--- src/design/sfrc_pkg.sv ---
// Shared types and constants for the speed frame receiver with checksum.
// Used by sfrc_collect and speed_frame_receiver_checksum_core; depends on nothing.
package sfrc_pkg;

  // Frame layout: header at 0..1, speed bytes at 2..17, checksum at 18, tail at 19.
  localparam int unsigned SPEED_COUNT = 4;
  localparam int unsigned BUF_LEN     = 17;
  localparam logic [4:0]  DATA_START  = 5'd2;
  localparam logic [4:0]  CHECK_POS   = 5'd18;
  localparam logic [4:0]  TAIL_POS    = 5'd19;

  // Configuration register reset values.
  localparam logic [7:0] HEADER_FIRST_RST  = 8'hCC;
  localparam logic [7:0] HEADER_SECOND_RST = 8'hDD;
  localparam logic [7:0] TAIL_VALUE_RST    = 8'hEE;

  // Configuration register indexes (byte address / 4).
  typedef enum logic [1:0] {
    REG_HEADER_FIRST  = 2'd0,
    REG_HEADER_SECOND = 2'd1,
    REG_TAIL_VALUE    = 2'd2
  } sfrc_reg_t;

  // Frame judgment codes.
  typedef enum logic [1:0] {
    STAT_OK   = 2'd0,
    STAT_CSUM = 2'd1,
    STAT_TAIL = 2'd2
  } sfrc_status_t;

  typedef struct packed {
    logic [7:0] header_first;
    logic [7:0] header_second;
    logic [7:0] tail_value;
  } sfrc_cfg_t;

  typedef struct packed {
    logic         valid;
    logic [31:0]  speed_four;
    logic [31:0]  speed_three;
    logic [31:0]  speed_two;
    logic [31:0]  speed_one;
    sfrc_status_t status;
  } sfrc_result_t;

endpackage

--- src/design/sfrc_collect.sv ---
// Frame tracker: header hunt, byte collection, checksum and tail judgment, held speeds.
// Depends on sfrc_pkg.
module sfrc_collect
  import sfrc_pkg::*;
(
  input  logic         clk,
  input  logic         rst,
  input  logic         step,
  input  logic [7:0]   rx_byte,
  input  sfrc_cfg_t    cfg,
  output sfrc_result_t res
);

  logic [7:0]  previous_byte;
  logic        in_frame;
  logic [4:0]  byte_position;
  logic [7:0]  running_sum;
  logic [7:0]  collect_buffer [BUF_LEN];
  logic [31:0] held_speeds [SPEED_COUNT];

  logic        in_frame_next;
  logic [4:0]  byte_position_next;
  logic [7:0]  running_sum_next;
  logic        buf_write;
  logic [4:0]  buf_index;
  logic        frame_ok;
  logic [31:0] frame_words [SPEED_COUNT];

  // Assemble the little-endian speed words from the collected bytes.
  always_comb begin
    for (int k = 0; k < SPEED_COUNT; k++) begin
      frame_words[k] = {collect_buffer[4*k+3], collect_buffer[4*k+2],
                        collect_buffer[4*k+1], collect_buffer[4*k]};
    end
  end

  // Next frame state for the byte at the input register.
  always_comb begin
    in_frame_next      = in_frame;
    byte_position_next = byte_position;
    running_sum_next   = running_sum;
    buf_write          = 1'b0;
    buf_index          = byte_position - DATA_START;
    res                = '0;
    res.status         = STAT_OK;
    frame_ok           = 1'b0;
    if (!in_frame) begin
      if (previous_byte == cfg.header_first && rx_byte == cfg.header_second) begin
        in_frame_next      = 1'b1;
        byte_position_next = DATA_START;
        running_sum_next   = previous_byte + rx_byte;
      end
    end else if (byte_position < CHECK_POS) begin
      buf_write          = 1'b1;
      running_sum_next   = running_sum + rx_byte;
      byte_position_next = byte_position + 5'd1;
    end else if (byte_position == CHECK_POS) begin
      buf_write          = 1'b1;
      byte_position_next = TAIL_POS;
    end else begin
      // Tail is checked before the checksum.
      res.valid = 1'b1;
      if (rx_byte != cfg.tail_value) begin
        res.status = STAT_TAIL;
      end else if (running_sum != collect_buffer[BUF_LEN-1]) begin
        res.status = STAT_CSUM;
      end else begin
        res.status = STAT_OK;
        frame_ok   = 1'b1;
      end
      in_frame_next      = 1'b0;
      byte_position_next = '0;
      running_sum_next   = '0;
    end
    res.speed_one   = frame_ok ? frame_words[0] : held_speeds[0];
    res.speed_two   = frame_ok ? frame_words[1] : held_speeds[1];
    res.speed_three = frame_ok ? frame_words[2] : held_speeds[2];
    res.speed_four  = frame_ok ? frame_words[3] : held_speeds[3];
  end

  // Control state and held speeds.
  always_ff @(posedge clk) begin
    if (rst) begin
      previous_byte <= '0;
      in_frame      <= 1'b0;
      byte_position <= '0;
      running_sum   <= '0;
      for (int k = 0; k < SPEED_COUNT; k++) begin
        held_speeds[k] <= '0;
      end
    end else if (step) begin
      previous_byte <= rx_byte;
      in_frame      <= in_frame_next;
      byte_position <= byte_position_next;
      running_sum   <= running_sum_next;
      if (frame_ok) begin
        for (int k = 0; k < SPEED_COUNT; k++) begin
          held_speeds[k] <= frame_words[k];
        end
      end
    end
  end

  // Collected bytes; every entry is written by a frame before it is judged.
  always_ff @(posedge clk) begin
    if (step && buf_write) begin
      collect_buffer[buf_index] <= rx_byte;
    end
  end

  // A result only comes from the tail position of a running frame.
  a_result_at_tail: assert property (@(posedge clk) disable iff (rst)
    res.valid |-> (in_frame && byte_position == TAIL_POS))
    else $error("result outside the tail position");

  // A judged frame always returns the tracker to hunting.
  a_hunt_after_result: assert property (@(posedge clk) disable iff (rst)
    (step && res.valid) |=> (!in_frame && byte_position == 5'd0))
    else $error("tracker did not return to hunting after a frame");

  // Held speeds change only on a good frame.
  a_speeds_hold: assert property (@(posedge clk) disable iff (rst)
    !(step && res.valid && res.status == STAT_OK) |=>
      ($stable(held_speeds[0]) && $stable(held_speeds[1]) &&
       $stable(held_speeds[2]) && $stable(held_speeds[3])))
    else $error("held speeds changed without a good frame");

endmodule

--- src/design/speed_frame_receiver_checksum_core.sv ---
// Top level of the speed frame receiver: APB registers, input register, output register.
// Depends on sfrc_pkg and sfrc_collect.
//
//  channel  | direction | contents
//  ---------+-----------+------------------------------------------------------------
//  s_axis   | in        | tdata[7:0] rx_byte
//  m_axis   | out       | tdata: speed_one..speed_four, frame_status, zero padding
//  apb      | in/out    | header_first @0x0, header_second @0x4, tail_value @0x8
//
// One byte is accepted every cycle unless a stalled result and a waiting byte fill both
// registers; a frame's tail byte passes the input register, then its result the output register.
// The rate is set by the frame update, which is combinational between the two registers.
// Reset is synchronous and returns to header hunting with zero held speeds.
// A stalled result holds in the output register; one more byte may enter behind it.
module speed_frame_receiver_checksum_core
  import sfrc_pkg::*;
(
  input  logic         clk,
  input  logic         rst,
  // Input stream
  input  logic         s_axis_tvalid,
  output logic         s_axis_tready,
  input  logic [7:0]   s_axis_tdata,   // [7:0] rx_byte
  // Output stream
  output logic         m_axis_tvalid,
  input  logic         m_axis_tready,
  output logic [135:0] m_axis_tdata,   // [31:0] speed_one, [63:32] speed_two,
                                       // [95:64] speed_three, [127:96] speed_four,
                                       // [129:128] frame_status, [135:130] zero
  // Configuration port
  input  logic         psel,
  input  logic         penable,
  input  logic         pwrite,
  input  logic [3:0]   paddr,
  input  logic [31:0]  pwdata,
  output logic [31:0]  prdata,
  output logic         pready
);

  sfrc_cfg_t    cfg;
  sfrc_result_t res;
  logic         in_valid;
  logic [7:0]   in_byte;
  logic         out_valid;
  logic [135:0] out_data;
  logic         advance;
  sfrc_reg_t    reg_sel;

  assign pready  = 1'b1;
  assign reg_sel = sfrc_reg_t'(paddr[3:2]);

  // Register writes; addresses beyond the list are ignored.
  always_ff @(posedge clk) begin
    if (rst) begin
      cfg.header_first  <= HEADER_FIRST_RST;
      cfg.header_second <= HEADER_SECOND_RST;
      cfg.tail_value    <= TAIL_VALUE_RST;
    end else if (psel && penable && pwrite && pready) begin
      unique case (reg_sel)
        REG_HEADER_FIRST:  cfg.header_first  <= pwdata[7:0];
        REG_HEADER_SECOND: cfg.header_second <= pwdata[7:0];
        REG_TAIL_VALUE:    cfg.tail_value    <= pwdata[7:0];
        default: ;
      endcase
    end
  end

  // Register read-back.
  always_comb begin
    unique case (reg_sel)
      REG_HEADER_FIRST:  prdata = {24'd0, cfg.header_first};
      REG_HEADER_SECOND: prdata = {24'd0, cfg.header_second};
      REG_TAIL_VALUE:    prdata = {24'd0, cfg.tail_value};
      default:           prdata = '0;
    endcase
  end

  // The byte in the input register is processed whenever the output slot can take a result.
  assign advance       = in_valid && (!out_valid || m_axis_tready);
  assign s_axis_tready = !in_valid || !out_valid || m_axis_tready;

  // Input register.
  always_ff @(posedge clk) begin
    if (rst) begin
      in_valid <= 1'b0;
    end else if (s_axis_tready) begin
      in_valid <= s_axis_tvalid;
    end
  end

  always_ff @(posedge clk) begin
    if (s_axis_tvalid && s_axis_tready) begin
      in_byte <= s_axis_tdata;
    end
  end

  sfrc_collect u_collect (
    .clk     (clk),
    .rst     (rst),
    .step    (advance),
    .rx_byte (in_byte),
    .cfg     (cfg),
    .res     (res)
  );

  // Output register.
  always_ff @(posedge clk) begin
    if (rst) begin
      out_valid <= 1'b0;
    end else if (advance && res.valid) begin
      out_valid <= 1'b1;
    end else if (m_axis_tready) begin
      out_valid <= 1'b0;
    end
  end

  always_ff @(posedge clk) begin
    if (advance && res.valid) begin
      out_data <= {6'd0, res.status, res.speed_four, res.speed_three,
                   res.speed_two, res.speed_one};
    end
  end

  assign m_axis_tvalid = out_valid;
  assign m_axis_tdata  = out_data;

endmodule

--- config.mk ---
export PLATFORM = sky130hd
export DESIGN_NAME = speed_frame_receiver_checksum_core
export DESIGN_NICKNAME = d
export VERILOG_FILES = /design/src/design/sfrc_pkg.sv /design/src/design/sfrc_collect.sv /design/src/design/speed_frame_receiver_checksum_core.sv
export SDC_FILE = /design/constraint.sdc
export NUM_CORES = 1
export LEC_CHECK = 0
export BUFFER_PORTS_ARGS = -buffer_cell sky130_fd_sc_hd__buf_2
export CAP_MARGIN = 20
export CORE_MARGIN = 2
export CORE_UTILIZATION = 30
export CTS_CLUSTER_DIAMETER = 60
export DETAILED_ROUTE_END_ITERATION = 12
export GPL_ROUTABILITY_DRIVEN = 0
export PLACE_DENSITY = 0.46
export SLEW_MARGIN = 10
export SYNTH_ARGS = -nofsm -noshare
export SYNTH_HDL_FRONTEND = slang
export SYNTH_HIERARCHICAL = 1
export SYNTH_SLANG_ARGS = --single-unit
--- constraint.sdc ---
create_clock -name clk -period 15.4 [get_ports clk]
set_input_delay 0.77 -clock clk [delete_from_list [all_inputs] [get_ports clk]]
set_output_delay 0.77 -clock clk [all_outputs]
set_load 0.01 [all_outputs]
==> results of run 1 <==
## where the power goes
| part | internal, mW | total (mW) | switching, mW | leakage (nW) |
|---|---|---|---|---|
| clock | 0.662 | 1.15 | 0.488 | 0.770 |
| sequential | 1.35 | 1.35 | 0.00696 | 4.08 |
| combinational | 0.0302 | 0.0808 | 0.0506 | 2.57 |
## layout make-up
cell class / instances / area (um2) / area share (%)
clock buffer: 63 / 1360 / 6.41
multi-input combinational: 617 / 4710 / 22.1
clock inverter: 32 / 220 / 1.03
tap: 782 / 978 / 4.60
timing repair buffer: 179 / 933 / 4.38
inverter: 11 / 41.3 / 0.194
antenna: 1 / 2.50 / 0.0118
sequential: 450 / 13000 / 61.2
## synthesized netlist by cell type, drive strengths merged, types with 8 or more instances
cell type  number
edfxtp        402
and2          131
mux2          128
buf            66
nor2           62
dfxtp          48
mux2i          41
xnor2          35
nand2          23
ha             20
nand2b         19
o21ai          19
a21oi          18
clkbuf         12
inv            11
a211oi         10
nand4           9
xor2            8
## cells in the final DEF, fill, tap and decap left out, types with 4 or more instances in the layout
master       n
clkinv_1    17
xor2_1       8
o21ai_0     18
and2_1     131
nand2_1     22
buf_4       15
mux2_2     128
a21o_1       4
clkbuf_16   53
a211oi_1    10
inv_1       10
dfxtp_1     48
mux2i_1     41
nor2_1      62
xnor2_1     35
clkbuf_1    10
nand2b_1    19
nor2b_1      5
edfxtp_1   402
conb_1      31
ha_1        20
o21a_1       5
a21oi_1     18
nor3_1       4
nand4_1      9
clkinv_2     7
buf_2      164
## final timing paths
path	cells past startpoint	to	slack (ns)	start
min reg2reg	2	cfg[21]$_SDFFE_PP0P_	0.52	cfg[21]$_SDFFE_PP0P_
max	9	u_collect/held_speeds[0][24]$_SDFFCE_PN0P_	10.76	u_collect/byte_position[1]$_SDFFE_PP0P_
max reg2reg	9	u_collect/held_speeds[0][24]$_SDFFCE_PN0P_	10.76	u_collect/byte_position[1]$_SDFFE_PP0P_
min	1	in_byte[7]$_DFFE_PP_	0.36	s_axis_tdata[7]
## sequential cells by signal (all words and copies together) (netlist names)
name / count
m_axis_tvalid: 1
cfg: 24
u_collect/running_sum: 8
m_axis_tdata: 130
u_collect/previous_byte: 8
in_valid: 1
u_collect/collect_buffer: 136
u_collect/in_frame: 1
u_collect/held_speeds: 128
u_collect/byte_position: 5
in_byte: 8
## critical path: stages (launching register included)
cell and delay [ns]:
dfxtp_1 0.45, inv_1 0.15, ha_1 0.31, o21bai_2 0.23, nand3_2 0.17, inv_2 0.12
and3_4 0.83, nand2_1 0.21, nand2_4 0.75, buf_4 0.86
## layer usage
layer | routed length (um) | up-vias | share of wire [%]
met4 | 962 | 0 | 2.3
met5 | 0 | - | 0
met3 | 1990 | 65 | 4.9
li1 | - | 4467 | -
met2 | 18400 | 226 | 45
met1 | 19700 | 4748 | 48
## stage by stage
stage | area [um2] | worst slack (ns) | utilization [%] | std cells
2_1_floorplan | 18400 | 10.43 | - | 1156
5_1_grt | 21300 | 10.34 | 35.3 | 2134
4_1_cts | 21300 | 10.56 | 35.3 | 2134
3_3_place_gp | 19700 | 10.62 | 32.6 | 2039
6_report | 21300 | 10.76 | 35.3 | 2135
3_5_place_dp | 19700 | 10.60 | 32.6 | 2039
## cells by family after synthesis
group | count (synthesis)
XOR/XNOR | 43
multiplexers | 169
flip-flops | 450
AO/OA/AOI/OAI | 80
adder cells (fa/ha/maj) | 22
other | 2
buffers and inverters | 89
AND/OR/NAND/NOR | 272
==> flow_summary.ini, run 1 <==
[run_status]
status = finished clean

[synth]
synthAdderAreaFrac_pct = 1.59
synthXorXnorAreaFrac_pct = 2.06
synth_cell_types = 56
postSynth.asyncResetShare_pct = 0
synth_compound_area_share_pct = 2.95
syn-cell-area_um2 = 18300
yosysSeqAreaShare_pct = 71.2
syn_avg_cell_area_um2 = 16.2
synthCells = 1127
synth_top_family_by_area = multiplexers
yosysTopAreaCellShare_pct = 66.0
synth-simple-area-share_pct = 8.32
muxShareOfSynthArea_pct = 10.1
synthTopCellsByArea = edfxtp_1, mux2_2, dfxtp_1, and2_1, mux2i_1
synth_seq_cells = 450
synth_top_area_cell = edfxtp_1
synth-edff-count = 402
synth_flop_cell = edfxtp_1
yosys_warnings = 6

[layout]
fillCellCount = 5778
areaGrowthSynthToFinish_pct = 16.4
drive_above_1_share_pct = 28.8
final_nets = 1383

[grt]
antenna_found_initial = 1
grt_pass1_wl_um = 61000
grtUsageTotal_pct = 12.9
busiest_layer = met2
grt_max_degree = 99
gr-usage-met3_pct = 2.52
met1_usage_pct = 18.1
use_met2_pct = 20.1
grt_pass1_vias = 9521
overflow = 0

[clock_tree]
cts_tree = yes
ctsResizeCount = 0
insertion_delay_ns = 0.59
hold_buffers = 0
clock_path_buffers = 3
cts_root_buf = clkbuf_16
h-tree-depth = 2
cts_made_buffers = 51
clock-sinks = 450
post-cts-setup-buffers = 0
cts.clk_slew.worst_paths_ns = 0.06

[timing]
tns_ns = 0
period_needed_ns = 4.64
fin_hold_ws_ns = 0.364
finalClockSkew_ns = 0.0189
finalCritPeriodShare_pct = 30.2
fmax_ghz = 0.215
setup_violations = 0
max-slew-margin-rel_pct = 31.6
worst_slew_pin_slew_ns = 1.03
slew_violations = 0
hold_viol = 0
rsz0062_at_grt = no

[route]
antenna_left = 0
routedWlPerCell_um = 19.2
drcViolationCount = 0
drt-initial-drc-count = 528
finalWirelength_um = 41100
vias = 9506
drt_first_pass_iters = 4
viasPerCell = 4.45

[power]
power_mw = 2.59
power_density_nw_per_um2 = 121
ir_drop_mv = 0.0631
p_leak_nw = 7.42

[setup_path]
cp-end-kind = flop
arrival_ns = 4.84
required_ns = 15.59
start_kind = flop
setup.worst_path.class = reg -> reg
cp_max_fo = 67

[floorplan]
die-area_um2 = 63000
num_rows = 90
coreArea_um2 = 60400
dieWidth_um = 251
start_util_pct = 30.3
die_h_um = 251
num_io_pins = 222

[job]
drv_cap = 0

[place]
dp_hpwl_um = 24000
port_buffers = 164

[min_path]
hold_path_class = in -> reg
Power figures use the tool's default switching activity.
==> run 2, diff against run 1 <==
==> constraint.sdc (replaced) <==
create_clock -name clk -period 4.39 [get_ports clk]
set_input_delay 0.2195 -clock clk [delete_from_list [all_inputs] [get_ports clk]]
set_output_delay 0.2195 -clock clk [all_outputs]
set_load 0.01 [all_outputs]
==> flow_summary.ini, run 2 (synthesis gave the netlist of run 1 again) <==
[run_status]
status = finished clean

[min_path]
min_to = m_axis_tvalid$_SDFFE_PP0P_
min_path_cells = 3
worstHoldStart = m_axis_tready
hold_path_class = in -> reg

[power]
power_density_nw_per_um2 = 423
p_leak_nw = 7.53
ir_drop_mv = 0.254

[setup_path]
r2r_cells = 9
required_ns = 4.64
start_kind = flop
r2r_setup_slack_ns = 1.33
setup.worst_path.class = reg -> reg
r2r_start = u_collect/byte_position[1]$_SDFFE_PP0P_
cp_max_fo = 70
arrival_ns = 3.31
r2r_end = u_collect/held_speeds[2][26]$_SDFFCE_PN0P_
cp-end-kind = flop

[route]
finalWirelength_um = 41000
antenna_left = 0
drcViolationCount = 0
routedWlPerCell_um = 19.1
vias = 9538
drt_first_pass_iters = 5
drt-initial-drc-count = 535
viasPerCell = 4.43

[layout]
final_nets = 1406
areaGrowthSynthToFinish_pct = 17.8
fin_util_pct = 35.7
largest_reg_flops = 136
antenna_cells = 0
regMostFlops = u_collect/collect_buffer
fillCellCount = 5772
fin_area_um2 = 21600
final_cell_mix = edfxtp_1, buf_2, and2_1
layout_commonest_cell = edfxtp_1
drive_above_1_share_pct = 29.0
fin_cells = 2153

[timing]
period_needed_ns = 3.06
tns_ns = 0
worst_slew_pin_slew_ns = 0.962
slew_violations = 0
finalClockSkew_ns = 0.0177
setup_violations = 0
rsz0062_at_grt = no
hold_viol = 0
max-slew-margin-rel_pct = 35.7
fmax_ghz = 0.327
finalCritPeriodShare_pct = 69.6

[clock_tree]
h-tree-depth = 2
clock-sinks = 450
clock_path_buffers = 3
cts_root_buf = clkbuf_16
post-cts-setup-buffers = 0
insertion_delay_ns = 0.58
cts.clk_slew.worst_paths_ns = 0.06
cts_tree = yes
cts_made_buffers = 50

[floorplan]
dieWidth_um = 251
die_h_um = 251
die-area_um2 = 63000
num_io_pins = 222
coreArea_um2 = 60400
num_rows = 90
start_util_pct = 30.3

[grt]
grtUsageTotal_pct = 12.9
grt_pass1_vias = 9609
antenna_found_initial = 1
grt_max_degree = 100
overflow = 0
grt_pass1_wl_um = 61300

[place]
port_buffers = 164
placed_area_um2 = 19800
placed_cells = 2045
dp_hpwl_um = 24600

[job]
drv_cap = 0
-- run 2: cell types whose count changed in the layout (fill, tap and decap cells not counted), sizes merged --
cell	change
clkinv	-4
dlygate4sd3	+18
bufinv	+3
diode	-1
inv	-1
clkbuf	-3
buf	+6
-- run 2: critical path: stages, from the launching register on --
cell	delay (ns)
dfxtp_1	0.43
inv_1	0.15
ha_1	0.31
o21bai_2	0.22
nand3_2	0.16
inv_2	0.13
and3_4	0.22
nand2_1	0.13
nand2_8	0.48
buf_4	0.40
-- run 2: area by class of cell --
class,count,area (um2),area share (%)
Multi-Input combinational cell,617,4720,21.9
Clock inverter,30,290,1.35
Tap cell,782,978,4.54
Inverter,11,41.3,0.192
Timing Repair Buffer,203,1200,5.55
Clock buffer,60,1290,5.98
Sequential cell,450,13000,60.5
-- run 2: where the power goes --
part           switching, mW  total, mW  internal [mW]
sequential            0.0263       4.75           4.73
combinational          0.182      0.301          0.119
clock                   1.67       4.05           2.38
-- run 2: how the worst max path moves through the flow --
stage                                                        from                                          to  slack (ns)  cells after the start
after global placement    u_collect/byte_position[1]$_SDFFE_PP0P_  u_collect/held_speeds[0][25]$_SDFFCE_PN0P_        1.36                      9
final                     u_collect/byte_position[1]$_SDFFE_PP0P_  u_collect/held_speeds[2][26]$_SDFFCE_PN0P_        1.33                      9
after global routing      u_collect/byte_position[1]$_SDFFE_PP0P_  u_collect/held_speeds[2][26]$_SDFFCE_PN0P_        1.15                      9
after detailed placement  u_collect/byte_position[1]$_SDFFE_PP0P_  u_collect/held_speeds[0][25]$_SDFFCE_PN0P_        1.34                      9
after floorplan           u_collect/byte_position[1]$_SDFFE_PP0P_   u_collect/held_speeds[0][0]$_SDFFCE_PN0P_        0.63                     11
after CTS                 u_collect/byte_position[1]$_SDFFE_PP0P_  u_collect/held_speeds[0][25]$_SDFFCE_PN0P_        1.32                      9
-- run 2: metrics by stage --
step	hold slack, ns	power [mW]	worst slack [ns]
final	0.0818	9.11	1.33
after global routing	0.0516	9.45	1.15
after CTS	0.0295	9.25	1.32
after detailed placement	0.417	5.14	1.34
after global placement	0.418	5.14	1.36
after floorplan	0.318	5.04	0.629
-- run 2: per-layer routing --
layer  up-vias  wire, um  part of all wire, %  track usage, %
met2       232     18800                   46            20.5
li1       4506         -                    -               -
met3        64      2130                  5.2            3.01
met5         -         0                    0               0
met1      4736     19200                   47            17.8
met4         0       844                  2.1            3.45
-- run 2: repair_timing --
action / CTS / global route
endpoints found under the hold margin: 33 / 0
hold buffers: 18 / 0
resized for setup: 0 / 0
